<file path="src/rtl/abtd_pkg.sv">
package abtd_pkg;

  localparam int MAX_BLOCK = 64;
  localparam int ADDR_W    = $clog2(MAX_BLOCK);
  localparam int LEN_W     = ADDR_W + 1;
  localparam int CFG_IDX_W = 2;

  localparam logic [7:0] PAD_CHAR = 8'h2A;

  localparam logic [CFG_IDX_W-1:0] CFG_BLOCK_LEN  = 2'd0;
  localparam logic [CFG_IDX_W-1:0] CFG_MULTIPLIER = 2'd1;
  localparam logic [CFG_IDX_W-1:0] CFG_OFFSET     = 2'd2;

  localparam logic [LEN_W-1:0]  RST_BLOCK_LEN  = LEN_W'(8);
  localparam logic [ADDR_W-1:0] RST_MULTIPLIER = ADDR_W'(1);
  localparam logic [ADDR_W-1:0] RST_OFFSET     = ADDR_W'(0);

  // one flushed block waiting for read-out
  typedef struct packed {
    logic [LEN_W-1:0] fill;
    logic             done;
  } desc_t;

  // block store write port, bank bit on top of the position
  typedef struct packed {
    logic              en;
    logic [ADDR_W:0]   addr;
    logic [7:0]        data;
  } mem_wr_t;

  // derived decode parameters
  typedef struct packed {
    logic              ready;
    logic [LEN_W-1:0]  n_len;
    logic [ADDR_W-1:0] inv_mult;
    logic [LEN_W-1:0]  inv_off;
  } drv_t;

endpackage

</file>
<file path="src/rtl/abtd_derive.sv">
module abtd_derive import abtd_pkg::*; (
  input  logic                 clk,
  input  logic                 rst,
  input  logic                 cfg_we,
  input  logic [CFG_IDX_W-1:0] cfg_index,
  input  logic [LEN_W-1:0]     cfg_data,
  output drv_t                 drv
);

  typedef enum logic [2:0] {D_LOAD, D_REDM, D_SRCH, D_REDO, D_MULO, D_DONE} dstate_t;

  dstate_t           state;
  logic [LEN_W-1:0]  n_len;
  logic [ADDR_W-1:0] mult;
  logic [ADDR_W-1:0] offs;
  logic [ADDR_W-1:0] m;
  logic [ADDR_W-1:0] o;
  logic [ADDR_W-1:0] acc;
  logic [ADDR_W-1:0] inv;
  logic [ADDR_W-1:0] k;
  logic [LEN_W-1:0]  i;
  logic [LEN_W-1:0]  ioff;
  logic [ADDR_W-1:0] add_b;
  logic [LEN_W-1:0]  sum;
  logic [LEN_W-1:0]  sum_red;
  logic [LEN_W-1:0]  len_clip;
  logic              cfg_hit;

  // shared modular accumulator: acc stays below n, the addend too
  assign add_b   = (state == D_SRCH) ? m : inv;
  assign sum     = {1'b0, acc} + {1'b0, add_b};
  assign sum_red = (sum >= n_len) ? sum - n_len : sum;

  assign len_clip = (cfg_data == '0) ? LEN_W'(1) :
                    (cfg_data > LEN_W'(MAX_BLOCK)) ? LEN_W'(MAX_BLOCK) : cfg_data;

  assign cfg_hit = cfg_we && (cfg_index inside {CFG_BLOCK_LEN, CFG_MULTIPLIER, CFG_OFFSET});

  assign drv = '{ready: (state == D_DONE), n_len: n_len, inv_mult: inv, inv_off: ioff};

  always_ff @(posedge clk) begin
    if (rst) begin
      n_len <= RST_BLOCK_LEN;
      mult  <= RST_MULTIPLIER;
      offs  <= RST_OFFSET;
      state <= D_LOAD;
    end else if (cfg_hit) begin
      unique case (cfg_index)
        CFG_BLOCK_LEN:  n_len <= len_clip;
        CFG_MULTIPLIER: mult  <= cfg_data[ADDR_W-1:0];
        CFG_OFFSET:     offs  <= cfg_data[ADDR_W-1:0];
        default: ;
      endcase
      state <= D_LOAD;
    end else begin
      unique case (state)
        D_LOAD: begin
          m     <= mult;
          o     <= offs;
          state <= D_REDM;
        end
        D_REDM: begin
          if ({1'b0, m} >= n_len) begin
            m <= m - n_len[ADDR_W-1:0];
          end else begin
            acc   <= m;
            i     <= LEN_W'(1);
            state <= D_SRCH;
          end
        end
        // acc holds m*i mod n
        D_SRCH: begin
          if (i >= n_len) begin
            inv   <= '0;
            state <= D_REDO;
          end else if (acc == ADDR_W'(1)) begin
            inv   <= i[ADDR_W-1:0];
            state <= D_REDO;
          end else begin
            acc <= sum_red[ADDR_W-1:0];
            i   <= i + LEN_W'(1);
          end
        end
        D_REDO: begin
          if ({1'b0, o} >= n_len) begin
            o <= o - n_len[ADDR_W-1:0];
          end else begin
            acc   <= '0;
            k     <= '0;
            state <= D_MULO;
          end
        end
        // acc holds inv*k mod n
        D_MULO: begin
          if (k == o) begin
            ioff  <= n_len - {1'b0, acc};
            state <= D_DONE;
          end else begin
            acc <= sum_red[ADDR_W-1:0];
            k   <= k + ADDR_W'(1);
          end
        end
        D_DONE: ;
        default: state <= D_LOAD;
      endcase
    end
  end

endmodule

</file>
<file path="src/rtl/abtd_front.sv">
module abtd_front import abtd_pkg::*; (
  input  logic             clk,
  input  logic             rst,
  input  logic             s_tvalid,
  output logic             s_tready,
  input  logic [7:0]       s_tdata,
  input  logic             s_tlast,
  input  logic [LEN_W-1:0] n_len,
  input  logic             q_full,
  output logic             push,
  output desc_t            push_data,
  output mem_wr_t          wr
);

  logic [LEN_W-1:0] fill;
  logic [LEN_W-1:0] fill_inc;
  logic             wr_bank;
  logic             accept;
  logic             room;
  logic             flush;

  // a full queue means both banks are held by the back end
  assign s_tready = !q_full;
  assign accept   = s_tvalid && s_tready;
  assign room     = fill < LEN_W'(MAX_BLOCK);
  assign fill_inc = room ? fill + LEN_W'(1) : fill;
  assign flush    = s_tlast || (fill_inc >= n_len);

  assign push      = accept && flush;
  assign push_data = '{fill: fill_inc, done: s_tlast};
  assign wr        = '{en: accept && room, addr: {wr_bank, fill[ADDR_W-1:0]}, data: s_tdata};

  always_ff @(posedge clk) begin
    if (rst) begin
      fill    <= '0;
      wr_bank <= 1'b0;
    end else if (accept) begin
      if (flush) begin
        fill    <= '0;
        wr_bank <= ~wr_bank;
      end else begin
        fill <= fill_inc;
      end
    end
  end

  a_fill_bound: assert property (@(posedge clk) disable iff (rst)
    fill <= LEN_W'(MAX_BLOCK))
    else $error("fill count beyond block store");

endmodule

</file>
<file path="src/rtl/abtd_queue.sv">
module abtd_queue import abtd_pkg::*; (
  input  logic  clk,
  input  logic  rst,
  input  logic  push,
  input  desc_t push_data,
  input  logic  pop,
  output logic  full,
  output logic  valid,
  output desc_t rd_data
);

  desc_t      ent [2];
  logic       wp;
  logic       rp;
  logic [1:0] cnt;

  assign full    = (cnt == 2'd2);
  assign valid   = (cnt != 2'd0);
  assign rd_data = ent[rp];

  always_ff @(posedge clk) begin
    if (push) begin
      ent[wp] <= push_data;
    end
  end

  always_ff @(posedge clk) begin
    if (rst) begin
      wp  <= 1'b0;
      rp  <= 1'b0;
      cnt <= '0;
    end else begin
      if (push) wp <= ~wp;
      if (pop)  rp <= ~rp;
      cnt <= cnt + 2'(push) - 2'(pop);
    end
  end

  a_cnt_bound: assert property (@(posedge clk) disable iff (rst)
    cnt <= 2'd2)
    else $error("descriptor queue overrun");

endmodule

</file>
<file path="src/rtl/abtd_back.sv">
module abtd_back import abtd_pkg::*; (
  input  logic       clk,
  input  logic       rst,
  input  drv_t       drv,
  input  logic       q_valid,
  input  desc_t      q_data,
  output logic       pop,
  input  mem_wr_t    wr,
  output logic       m_tvalid,
  input  logic       m_tready,
  output logic [7:0] m_tdata,
  output logic       m_tlast,
  output logic       m_tuser
);

  typedef enum logic [1:0] {B_IDLE, B_RD, B_CHK, B_FIN} bstate_t;

  // two banks: front fills one while this side reads the other
  logic [7:0]        store [2*MAX_BLOCK];
  logic [7:0]        mem_q;

  bstate_t           state;
  logic              rd_bank;
  logic [ADDR_W-1:0] j;
  logic [ADDR_W-1:0] p;
  logic              rd_pad;
  logic              pend_valid;
  logic [7:0]        pend_byte;

  logic              out_free;
  logic              keep;
  logic              last_j;
  logic              emit;
  logic [LEN_W-1:0]  p_sum;
  logic [LEN_W-1:0]  p_next;
  logic [ADDR_W-1:0] p_start;

  assign out_free = !m_tvalid || m_tready;
  assign keep     = !rd_pad && (mem_q != PAD_CHAR);
  assign last_j   = ({1'b0, j} == drv.n_len - LEN_W'(1));
  assign p_sum    = {1'b0, p} + {1'b0, drv.inv_mult};
  assign p_next   = (p_sum >= drv.n_len) ? p_sum - drv.n_len : p_sum;
  assign p_start  = (drv.inv_off == drv.n_len) ? '0 : drv.inv_off[ADDR_W-1:0];
  assign pop      = (state == B_FIN) && (!pend_valid || out_free);
  assign emit     = ((state == B_CHK) && keep && pend_valid && out_free) ||
                    (pop && pend_valid);

  always_ff @(posedge clk) begin
    if (wr.en) begin
      store[wr.addr] <= wr.data;
    end
    mem_q <= store[{rd_bank, p}];
  end

  // one byte is held back so the last kept byte of a block can carry tlast
  always_ff @(posedge clk) begin
    if (rst) begin
      state      <= B_IDLE;
      rd_bank    <= 1'b0;
      pend_valid <= 1'b0;
      m_tvalid   <= 1'b0;
    end else begin
      if (emit) begin
        m_tvalid <= 1'b1;
      end else if (m_tready) begin
        m_tvalid <= 1'b0;
      end
      unique case (state)
        B_IDLE: begin
          if (q_valid && drv.ready) begin
            p     <= p_start;
            j     <= '0;
            state <= B_RD;
          end
        end
        B_RD: begin
          rd_pad <= ({1'b0, p} >= q_data.fill);
          state  <= B_CHK;
        end
        B_CHK: begin
          if (!(keep && pend_valid && !out_free)) begin
            if (keep) begin
              if (pend_valid) begin
                m_tdata  <= pend_byte;
                m_tlast  <= 1'b0;
                m_tuser  <= q_data.done;
              end
              pend_byte  <= mem_q;
              pend_valid <= 1'b1;
            end
            if (last_j) begin
              state <= B_FIN;
            end else begin
              j     <= j + ADDR_W'(1);
              p     <= p_next[ADDR_W-1:0];
              state <= B_RD;
            end
          end
        end
        B_FIN: begin
          if (pop) begin
            if (pend_valid) begin
              m_tdata  <= pend_byte;
              m_tlast  <= 1'b1;
              m_tuser  <= q_data.done;
            end
            pend_valid <= 1'b0;
            rd_bank    <= ~rd_bank;
            state      <= B_IDLE;
          end
        end
        default: state <= B_IDLE;
      endcase
    end
  end

  a_busy_has_desc: assert property (@(posedge clk) disable iff (rst)
    state != B_IDLE |-> q_valid)
    else $error("read-out running without a queued block");

  a_idle_no_pend: assert property (@(posedge clk) disable iff (rst)
    state == B_IDLE |-> !pend_valid)
    else $error("held byte left over after block end");

  a_mid_push: assert property (@(posedge clk) disable iff (rst)
    (state == B_CHK && keep && pend_valid && out_free) |=> (m_tvalid && !m_tlast))
    else $error("held byte not forwarded");

endmodule

</file>
<file path="src/rtl/affine_block_transposition_decoder_top.sv">
// Affine block transposition decoder.
// Input stream (s_*): one ciphertext byte per beat, s_tlast marks the last
// byte of a message. Output stream (m_*): decoded bytes, m_tlast on the last
// byte of a block, m_tuser set on every byte of the block ending a message.
// Pad bytes ('*') are never output; a block of only pads gives no beats.
// Config: cfg_we/cfg_index/cfg_data, index 0 block_len, 1 multiplier,
// 2 offset; write only while the block is idle.
// Throughput: bytes are taken one per cycle while a store bank is free; two
// banks let one block fill while the previous one is read out. Read-out takes
// each block position through a store read, then a check.
// After reset and after each config write to index 0, 1 or 2 the inverse
// parameters are found by a serial search; read-out waits for it.
// Reset (rst, synchronous) empties the queue and store fill, restores the
// register defaults and restarts the search. A stalled m_tready holds the
// output register; read-out then stops and the input stalls once both banks
// are full.
module affine_block_transposition_decoder_top import abtd_pkg::*; (
  input  logic                 clk,
  input  logic                 rst,
  input  logic                 s_tvalid,
  output logic                 s_tready,
  input  logic [7:0]           s_tdata,   // cipher_byte
  input  logic                 s_tlast,
  output logic                 m_tvalid,
  input  logic                 m_tready,
  output logic [7:0]           m_tdata,   // plain_byte
  output logic                 m_tlast,
  output logic                 m_tuser,   // message_done
  input  logic                 cfg_we,
  input  logic [CFG_IDX_W-1:0] cfg_index,
  input  logic [LEN_W-1:0]     cfg_data
);

  drv_t    drv;
  desc_t   push_data;
  desc_t   q_data;
  mem_wr_t wr;
  logic    push;
  logic    pop;
  logic    q_full;
  logic    q_valid;

  abtd_derive u_derive (
    .clk       (clk),
    .rst       (rst),
    .cfg_we    (cfg_we),
    .cfg_index (cfg_index),
    .cfg_data  (cfg_data),
    .drv       (drv)
  );

  abtd_front u_front (
    .clk       (clk),
    .rst       (rst),
    .s_tvalid  (s_tvalid),
    .s_tready  (s_tready),
    .s_tdata   (s_tdata),
    .s_tlast   (s_tlast),
    .n_len     (drv.n_len),
    .q_full    (q_full),
    .push      (push),
    .push_data (push_data),
    .wr        (wr)
  );

  abtd_queue u_queue (
    .clk       (clk),
    .rst       (rst),
    .push      (push),
    .push_data (push_data),
    .pop       (pop),
    .full      (q_full),
    .valid     (q_valid),
    .rd_data   (q_data)
  );

  abtd_back u_back (
    .clk      (clk),
    .rst      (rst),
    .drv      (drv),
    .q_valid  (q_valid),
    .q_data   (q_data),
    .pop      (pop),
    .wr       (wr),
    .m_tvalid (m_tvalid),
    .m_tready (m_tready),
    .m_tdata  (m_tdata),
    .m_tlast  (m_tlast),
    .m_tuser  (m_tuser)
  );

endmodule

</file>
<file path="config.mk">
export PLATFORM = sky130hd
export DESIGN_NAME = affine_block_transposition_decoder_top
export DESIGN_NICKNAME = d
export VERILOG_FILES = /design/src/rtl/abtd_pkg.sv /design/src/rtl/abtd_derive.sv /design/src/rtl/abtd_front.sv /design/src/rtl/abtd_queue.sv /design/src/rtl/abtd_back.sv /design/src/rtl/affine_block_transposition_decoder_top.sv
export SDC_FILE = /design/constraint.sdc
export NUM_CORES = 1
export LEC_CHECK = 0
export BUFFER_PORTS_ARGS = -buffer_cell sky130_fd_sc_hd__buf_2
export CORE_AREA = 2 2 350 352
export DETAILED_ROUTE_END_ITERATION = 10
export DIE_AREA = 0 0 352 354
export GPL_TIMING_DRIVEN = 0
export MAX_ROUTING_LAYER = met4
export PLACE_DENSITY_LB_ADDON = 0.1
export SYNTH_ARGS = -nofsm -noshare
export SYNTH_HDL_FRONTEND = slang
export SYNTH_HIERARCHICAL = 1
export SYNTH_SLANG_ARGS = --single-unit
</file>
<file path="constraint.sdc">
create_clock -name clk -period 11.1 [get_ports clk]
set_input_delay 2.22 -clock clk [delete_from_list [all_inputs] [get_ports clk]]
set_output_delay 2.22 -clock clk [all_outputs]
set_load 0.03 [all_outputs]
</file>
# Yosys cells after proc, flatten, opt, wreduce, memory -nomap -nowiden
# Memories as Yosys holds them, arrays and structs flattened. A register that Yosys moved wholly into a read port is not among the register bits.
# Index checks and enable logic that the tools add are counted.
[classes]
add_sub_neg = 14
magnitude_cmp = 9
eq_ne = 32
n_mux = 72
n_bitwise = 8
n_reduce_logical = 58
[op_table]
columns = ["cell", "count"]
rows = [
  ["6-bit two-way mux", 19],
  ["6-bit one-hot mux with 2 select lines", 5],
  ["7-bit two-way mux", 7],
  ["8-bit two-way mux", 4],
  ["7-bit >= comparator", 4],
  ["6-bit one-hot mux with 4 select lines", 1],
  ["4-bit AND reduction", 6],
  ["6-bit subtractor", 4],
  ["6-bit by 7-bit >= comparator with 1-bit output", 3],
  ["1-bit two-way mux", 20],
  ["5-bit AND reduction", 4],
  ["3-bit one-hot mux with 6 select lines", 1],
  ["2-bit nonzero test", 9],
  ["2-bit by 1-bit != test with 1-bit output, second input constant", 8],
  ["8-bit one-hot mux with 2 select lines", 1],
  ["3-bit two-way mux", 5],
  ["6-bit by 6-bit adder with 7-bit output", 2],
  ["7-bit by 1-bit adder with 7-bit output, second input constant", 2],
  ["2-bit != test, second input constant", 7],
  ["7-bit one-hot mux with 2 select lines", 1],
  ["1-bit logical AND", 13],
  ["6-bit by 1-bit adder with 6-bit output, second input constant", 2],
  ["2-bit AND reduction", 6],
  ["2-bit == test, second input constant", 4],
  ["other kinds (32)", 55],
]
[word_totals]
reg_bits = 114
mem_bits_rw = 1040
in_bits = 23
out_inout_bits = 12
wordCells = 222
memories = 2
[memory_table]
columns = ["memory", "words", "word_bits", "rd", "rd_ports_with_merged_regs", "write_ports", "line_no", "rtl"]
rows = [
  ["u_back.store", 128, 8, 1, 1, 1, "abtd_back.sv:19", "logic [7:0] store [2*MAX_BLOCK];"],
  ["u_queue.ent", 2, 8, 1, 1, 1, "abtd_queue.sv:12", "desc_t ent [2];"],
]

# Longest topological paths before layout
# Gate-level depths: netlist of the first run.
[logic_depth]
depth_word = 8
depth_mapped = 18
ltp_nobuf = 17

# Modules after synthesis
# Netlist of the first run, hierarchy kept.
[by_module_without_submodules]
columns = ["module", "instances", "cells_each", "area_per_inst_um2", "seq_area_each_um2"]
rows = [
  ["abtd_back", 1, 2160, 42072.9, 31940.6],
  ["abtd_derive", 1, 448, 4324.1, 1761.7],
  ["abtd_queue", 1, 46, 794.5, 580.6],
  ["abtd_front", 1, 91, 778.2, 160.2],
]

# Worst setup path after synthesis of the first run
# No wires, ideal clock.
[synth_path]
kind = "input port to flip-flop"
startpoint = "input port s_tvalid"
endpoint = "memory u_back.store[96][0], enable pin"
setup_ns = 0.395
arrival_time_ns = 3.824
t_required_ns = 10.705
slack_ns = 6.882
cell_stages = 5
path_buffers = 1
cell_sequence = "nand2b_4 > nor2_1 > clkbuf_1 > nand4_1 > nor4_1"
[synth_rtl]
columns = ["element", "line_no", "rtl"]
rows = [
  ["start: declaration", "affine_block_transposition_decoder_top.sv:20", "input logic s_tvalid,"],
  ["end: declaration", "abtd_back.sv:19", ""],
]

==> impl_metrics.json, run 1 <==
{
  "outcome": "complete, no violations",
  "cts_tree": "yes",
  "synth_area_leaders": "edfxtp_1, mux4_2, dfxtp_1",
  "ctsHoldBuffers": 0,
  "crit_top_cell": "nor2_1",
  "synth_cells": 2745,
  "area_delta_synth_final_pct": 13.9,
  "setup_viol": 0,
  "dpl_cell_area_mm2": 0.0504,
  "start_util_pct": 39.7,
  "antenna_found_initial": 6,
  "ioPinCount": 35,
  "setup_tns_ns": 0,
  "viasPerCell": 5.59,
  "crit_chain": "buf_2 -> nand2b_4 -> nor2_1 -> clkbuf_1 -> nor2b_1 -> nand3_1 -> clkbuf_2 -> nor2_1",
  "slowest_delay_ns": 0.82,
  "root_buffer": "clkbuf_16",
  "relSlewSlack_pct": 9.17,
  "grt_overflow": 0,
  "setup_ws_ns": 5.86,
  "num_rows": 128,
  "grt_setup_unrepaired": "false",
  "die_h_um": 354,
  "grt_max_degree": 129,
  "crit_path_end_kind": "register",
  "path_class": "in2reg",
  "synth_top_area_share_pct": 69.8,
  "use_met1_pct": 29.3,
  "grt_use_met3_pct": 2.73,
  "cts_sinks": 1163,
  "nNetsFinal": 3011,
  "drc_errors": 0,
  "track_usage_pct": 21.3,
  "die_area_mm2": 0.125,
  "leakage_uw": 0.0177,
  "first_pass_iters": 5,
  "tightest_slew_ns": 1.35,
  "critPathMaxFanout": 10,
  "grt_pass1_vias": 26146,
  "finClkSkew_ns": 0.0217,
  "wire_per_inst_um": 28.0,
  "grt_pass1_wl_mm": 186,
  "power.density_mw_per_mm2": 172,
  "wl_mm": 130,
  "async_reset_ff_share_pct": 0,
  "cts_resized": 0,
  "holdCritPathClass": "reg2reg",
  "fmax_mhz": 191,
  "vias": 25962,
  "arrival_ns": 5.56,
  "seq_area_frac_synth_pct": 71.8,
  "yosysWarnings": 6,
  "hold_viol": 0,
  "max_cap_viol_count": 0,
  "worstPathRequired_ns": 11.42,
  "clk_pin_slew_worst_paths_ns": 0.06,
  "clockBufferDepth": 3,
  "min_period_over_period_pct": 47.2,
  "drtIter0Drc": 2419,
  "coreArea_mm2": 0.121,
  "fin_crit_ns": 5.24,
  "cts-htree-levels": 3,
  "drtAntennaViolNets": 0,
  "synth_edf_count": 1115,
  "mostFrequentLayoutCells": "edfxtp_1, nor2_1, mux4_2",
  "place_inst": 4409,
  "numCtsBuffers": 121,
  "synth_area_per_cell_um2": 17.5,
  "final_cells": 4641,
  "worstSkewPairLatency_ns": 0.71,
  "synth_cell_types": 84,
  "die_w_um": 352,
  "power_uw": 9380,
  "start_kind": "input pin",
  "port_buffers": 26,
  "dp_hpwl_mm": 86.5,
  "top_usage_layer": "met2",
  "dp_worst_setup_slack_ns": 5.15,
  "synth_nets": 2846,
  "final_common_cell": "edfxtp_1",
  "yosys.area.top_type": "edfxtp_1",
  "drive_above_1_share_pct": 18.3,
  "cts_setup_buffers": 0,
  "routabilityCongestion": 0.873,
  "yosys_register_bits": 1163,
  "syn_area_mm2": 0.0480,
  "cpMaxStageDelayCell": "nor2_1",
  "irDropWorstVdd_mv": 0.140,
  "grtUsageMet2_pct": 33.7,
  "maxSlewViolCount": 0,
  "synth-main-ff-cell": "edfxtp_1",
  "stdcell_area_mm2": 0.0547
}
## sequential cells by signal, indices dropped and copies added, names as in the netlist, 6 cells and up, named ones only
name / flops
u_derive/offs: 6
u_front/fill: 7
u_derive/n_len: 7
u_derive/ioff: 7
u_back/pend_byte: 8
u_back/store: 1024
u_derive/mult: 6
u_back/mem_q: 8
u_derive/acc: 6
u_back/m_tdata: 8
u_derive/k: 6
u_back/j: 6
u_queue/ent: 16
u_derive/m: 6
u_derive/o: 6
u_back/p: 6
u_derive/inv: 6
u_derive/i: 7
## per-stage QoR
step	hold WS (ns)	util [%]
finish	0.422	45.2
global route	0.443	45.2
CTS	0.423	45.1
detailed placement	0.406	41.7
global placement	0.421	41.5
floorplan	0.399	-
## cell usage after synthesis, types with 4 or more instances
cell type  instances
a2111oi_0         32
a211oi_1          37
a21o_1            14
a21oi_1           55
a221oi_1          16
a22o_1            33
a22oi_1           66
and2_1            15
and3_1             7
buf_1             12
buf_2             44
buf_4             18
buf_6              6
clkbuf_1          68
dfxtp_1           48
edfxtp_1        1115
fa_1               7
ha_1              71
inv_1             63
mux2_1             8
mux2_2            33
mux2i_1           80
mux4_2           192
nand2_1          100
nand2b_1          13
nand3_1           28
nand3b_1           4
nand4_1            7
nor2_1           218
nor2b_1           57
nor3_1            39
nor3b_1            8
nor4_1             7
o211ai_1           9
o21ai_0           20
o21ai_1           15
o21bai_1           8
o221ai_1           8
o22ai_1           26
xnor2_1           45
xor2_1            28
## power by group
part	internal, µW	switching (µW)
logic	99.0	218
clock network	2500	1710
registers	4830	17.7
total	7430	1940
## layer usage
metal	routed length, µm	part of all wire (%)
met5	0	0
met4	3260	2.5
met3	6740	5.2
met2	62000	48
met1	57900	45
## critical path: cells and delay by family
kind,cells,cell delay (ns)
buffers and inverters,3,1.13
AND/OR/NAND/NOR,5,2.16
## final cells by class
| type | instances | area [µm²] |
|---|---|---|
| Antenna cell | 1 | 2.50 |
| Fill cell | 10453 | 66300 |
| Multi-Input combinational cell | 1368 | 12600 |
| Timing Repair Buffer | 42 | 424 |
| Tap cell | 1625 | 2030 |
| Clock inverter | 87 | 1000 |
| Clock buffer | 141 | 3170 |
| Sequential cell | 1163 | 34400 |
| Buffer | 148 | 751 |
| Inverter | 66 | 248 |
## worst paths after layout
path                                  from                              to  slack [ns]  depth (start not counted)
max                               s_tvalid  u_back/store[117][0]$_DFFE_PP_        5.86                          8
min          u_back/pend_byte[4]$_DFFE_PP_     u_back/m_tdata[4]$_DFFE_PP_        0.42                          0
max reg2reg          u_back/p[2]$_DFFE_PP_         u_back/mem_q[6]$_DFF_P_        6.47                          8
min reg2reg  u_back/pend_byte[4]$_DFFE_PP_     u_back/m_tdata[4]$_DFFE_PP_        0.42                          0
## logic make-up (layout without fill, tap and decap cells)
kind of cell / after synthesis / in the layout / share of synthesized area [%]
muxes: 314 / 314 / 11.7
adders and majority gates: 78 / 78 / 2.14
AOI/OAI and AO/OA: 374 / 374 / 5.72
buffers and inverters: 214 / 484 / 2.02
DFF: 1163 / 1163 / 71.8
other: 0 / 1 / 0
xor gates and xnor gates: 74 / 74 / 1.38
and+or+nand+nor: 528 / 528 / 5.25
No activity file was read; power rests on OpenSTA's default activity.
==> run 2: changes to the inputs <==
==> constraint.sdc (replaced) <==
create_clock -name clk -period 4.2 [get_ports clk]
set_input_delay 0.84 -clock clk [delete_from_list [all_inputs] [get_ports clk]]
set_output_delay 0.84 -clock clk [all_outputs]
set_load 0.03 [all_outputs]
==> run 2 against run 1 <==
  * The run now ends with setup timing left
  * Critical path type is now reg2reg
  * Power rose to 2.6 times the previous value
  * Global-route usage about the same
  * Flip-flop and latch count unchanged
  * Design area up 0.20%
  * Clock skew down 0.0020 ns
  * Wire length about the same
  * Critical endpoint is now u_back/store[29][7]$_DFFE_PP_
  * Hold slack worse by 0.050 ns
  * Count of clock-buffer cells in the layout unchanged
==> impl_metrics.json, run 2 (synthesized netlist as in run 1, its figures left out) <==
{
  "routabilityCongestion": 0.873,
  "grt_setup_unrepaired": "true",
  "track_usage_pct": 21.3,
  "reg_top3": "u_back/store: 1024 flops, u_queue/ent: 16 flops",
  "start_util_pct": 39.7,
  "power.density_mw_per_mm2": 453,
  "worstSkewPairLatency_ns": 0.71,
  "port_buffers": 26,
  "path_class": "reg2reg",
  "grt_pass1_vias": 26139,
  "power_uw": 24800,
  "max_cap_viol_count": 0,
  "power_frac_clock_pct": 44.9,
  "mostFrequentLayoutCells": "edfxtp_1, nor2_1, mux4_2",
  "clk_pin_slew_worst_paths_ns": 0.06,
  "antenna_found_initial": 7,
  "dp_hpwl_mm": 86.5,
  "cts_tree": "yes",
  "cts_sinks": 1163,
  "holdCritPathClass": "in2reg",
  "largest_register_ffs": 1024,
  "setup_viol": 24,
  "wire_per_inst_um": 28.0,
  "numCtsBuffers": 121,
  "fmax_mhz": 237,
  "irDropWorstVdd_mv": 0.368,
  "finClkSkew_ns": 0.0197,
  "num_rows": 128,
  "die_area_mm2": 0.125,
  "coreArea_mm2": 0.121,
  "fin_crit_ns": 4.23,
  "regMostFlops": "u_back/store",
  "maxSlewViolCount": 0,
  "root_buffer": "clkbuf_16",
  "arrival_ns": 4.55,
  "drive_above_1_share_pct": 18.9,
  "crit_path_end_kind": "register",
  "setup_ws_ns": -0.0270,
  "viasPerCell": 5.57,
  "outcome": "finished with violations",
  "leakage_uw": 0.0177,
  "vias": 25893,
  "comb_power_share_pct": 3.4,
  "nFillCells": 10446,
  "die_h_um": 354,
  "grt_overflow": 0,
  "p_switching_uw": 5140,
  "power_switching_share_pct": 20.7,
  "violations": "setup timing",
  "drtAntennaViolNets": 0,
  "worstPathRequired_ns": 4.53,
  "min_period_over_period_pct": 101,
  "wl_mm": 130,
  "area_delta_synth_final_pct": 14.2,
  "clockBufferDepth": 3,
  "ctsHoldBuffers": 0,
  "hold_viol": 0,
  "cts-htree-levels": 3,
  "seqPwrFrac_pct": 51.7,
  "critPathMaxFanout": 10,
  "relSlewSlack_pct": 7.85,
  "setup_tns_ns": -0.388,
  "multi_input_area_mm2": 0.0127,
  "nNetsFinal": 3013,
  "grt_pass1_wl_mm": 186,
  "seqCellArea_mm2": 0.0344,
  "p_int_uw": 19700,
  "ioPinCount": 35,
  "first_pass_iters": 5,
  "start_kind": "register",
  "drtIter0Drc": 2581,
  "drc_errors": 0,
  "tightest_slew_ns": 1.37,
  "grt_max_degree": 129,
  "dp_worst_setup_slack_ns": -0.370,
  "die_w_um": 352,
  "final_common_cell": "edfxtp_1"
}
[run 2: what timing repair did]
item                       CTS  global route
setup endpoints to repair   12            75
buffers inserted             0             3
gates resized for setup      6            15
[run 2: worst paths after layout]
path	start	to	slack (ns)	cells after the start
setup / recovery	u_queue/cnt[1]$_SDFF_PP0_	u_back/store[29][7]$_DFFE_PP_	-0.03	8
hold reg to reg	u_back/pend_byte[4]$_DFFE_PP_	u_back/m_tdata[4]$_DFFE_PP_	0.42	0
hold / removal	s_tdata[6]	u_back/store[109][6]$_DFFE_PP_	0.37	1
setup reg to reg	u_queue/cnt[1]$_SDFF_PP0_	u_back/store[29][7]$_DFFE_PP_	-0.03	8
[run 2: routing by layer]
metal | vias to the layer above | GRT usage, % | share of wire (%)
met1 | 13635 | 29.2 | 45
met5 | - | - | 0
met3 | 177 | 2.86 | 5.0
met4 | 0 | 5.30 | 2.3
met2 | 740 | 33.7 | 48
li1 | 11341 | - | -
[run 2: layout make-up]
cell class | instances | area share, %
antenna | 6 | 0.0274
clock buffer | 141 | 5.78
buffer | 147 | 1.38
sequential | 1163 | 62.9
inverter | 66 | 0.452
clock inverter | 87 | 1.83
tap | 1625 | 3.71
multi-input combinational | 1368 | 23.1
timing repair buffer | 45 | 0.816
[run 2: worst max-delay path, cell delays in order (launching register included)]
cell and delay (ns):
dfxtp_1 0.33, nor2b_1 0.19, nand2b_4 0.19, nor2_1 0.42, clkbuf_1 0.36, nor2b_1 0.30
nand3_1 0.55, clkbuf_2 0.65, nor2_1 0.80
[run 2: power by group through the flow]
stage	clock [µW]	combinational [µW]	sequential, µW
global placement	0	783	13100
CTS	11400	830	12800
floorplan	0	528	13000
global route	11800	929	12800
detailed placement	0	826	13100
finish	11100	846	12800
[run 2: per-stage QoR]
stage	area, µm²	utilization [%]	hold slack, ns	instances
3_5_place_dp	50400	41.7	0.406	4409
3_3_place_gp	50100	41.5	0.421	4396
5_1_grt	54800	45.3	0.329	4647
6_report	54800	45.3	0.372	4648
4_1_cts	54600	45.1	0.381	4636
2_1_floorplan	48000	-	0.399	2745
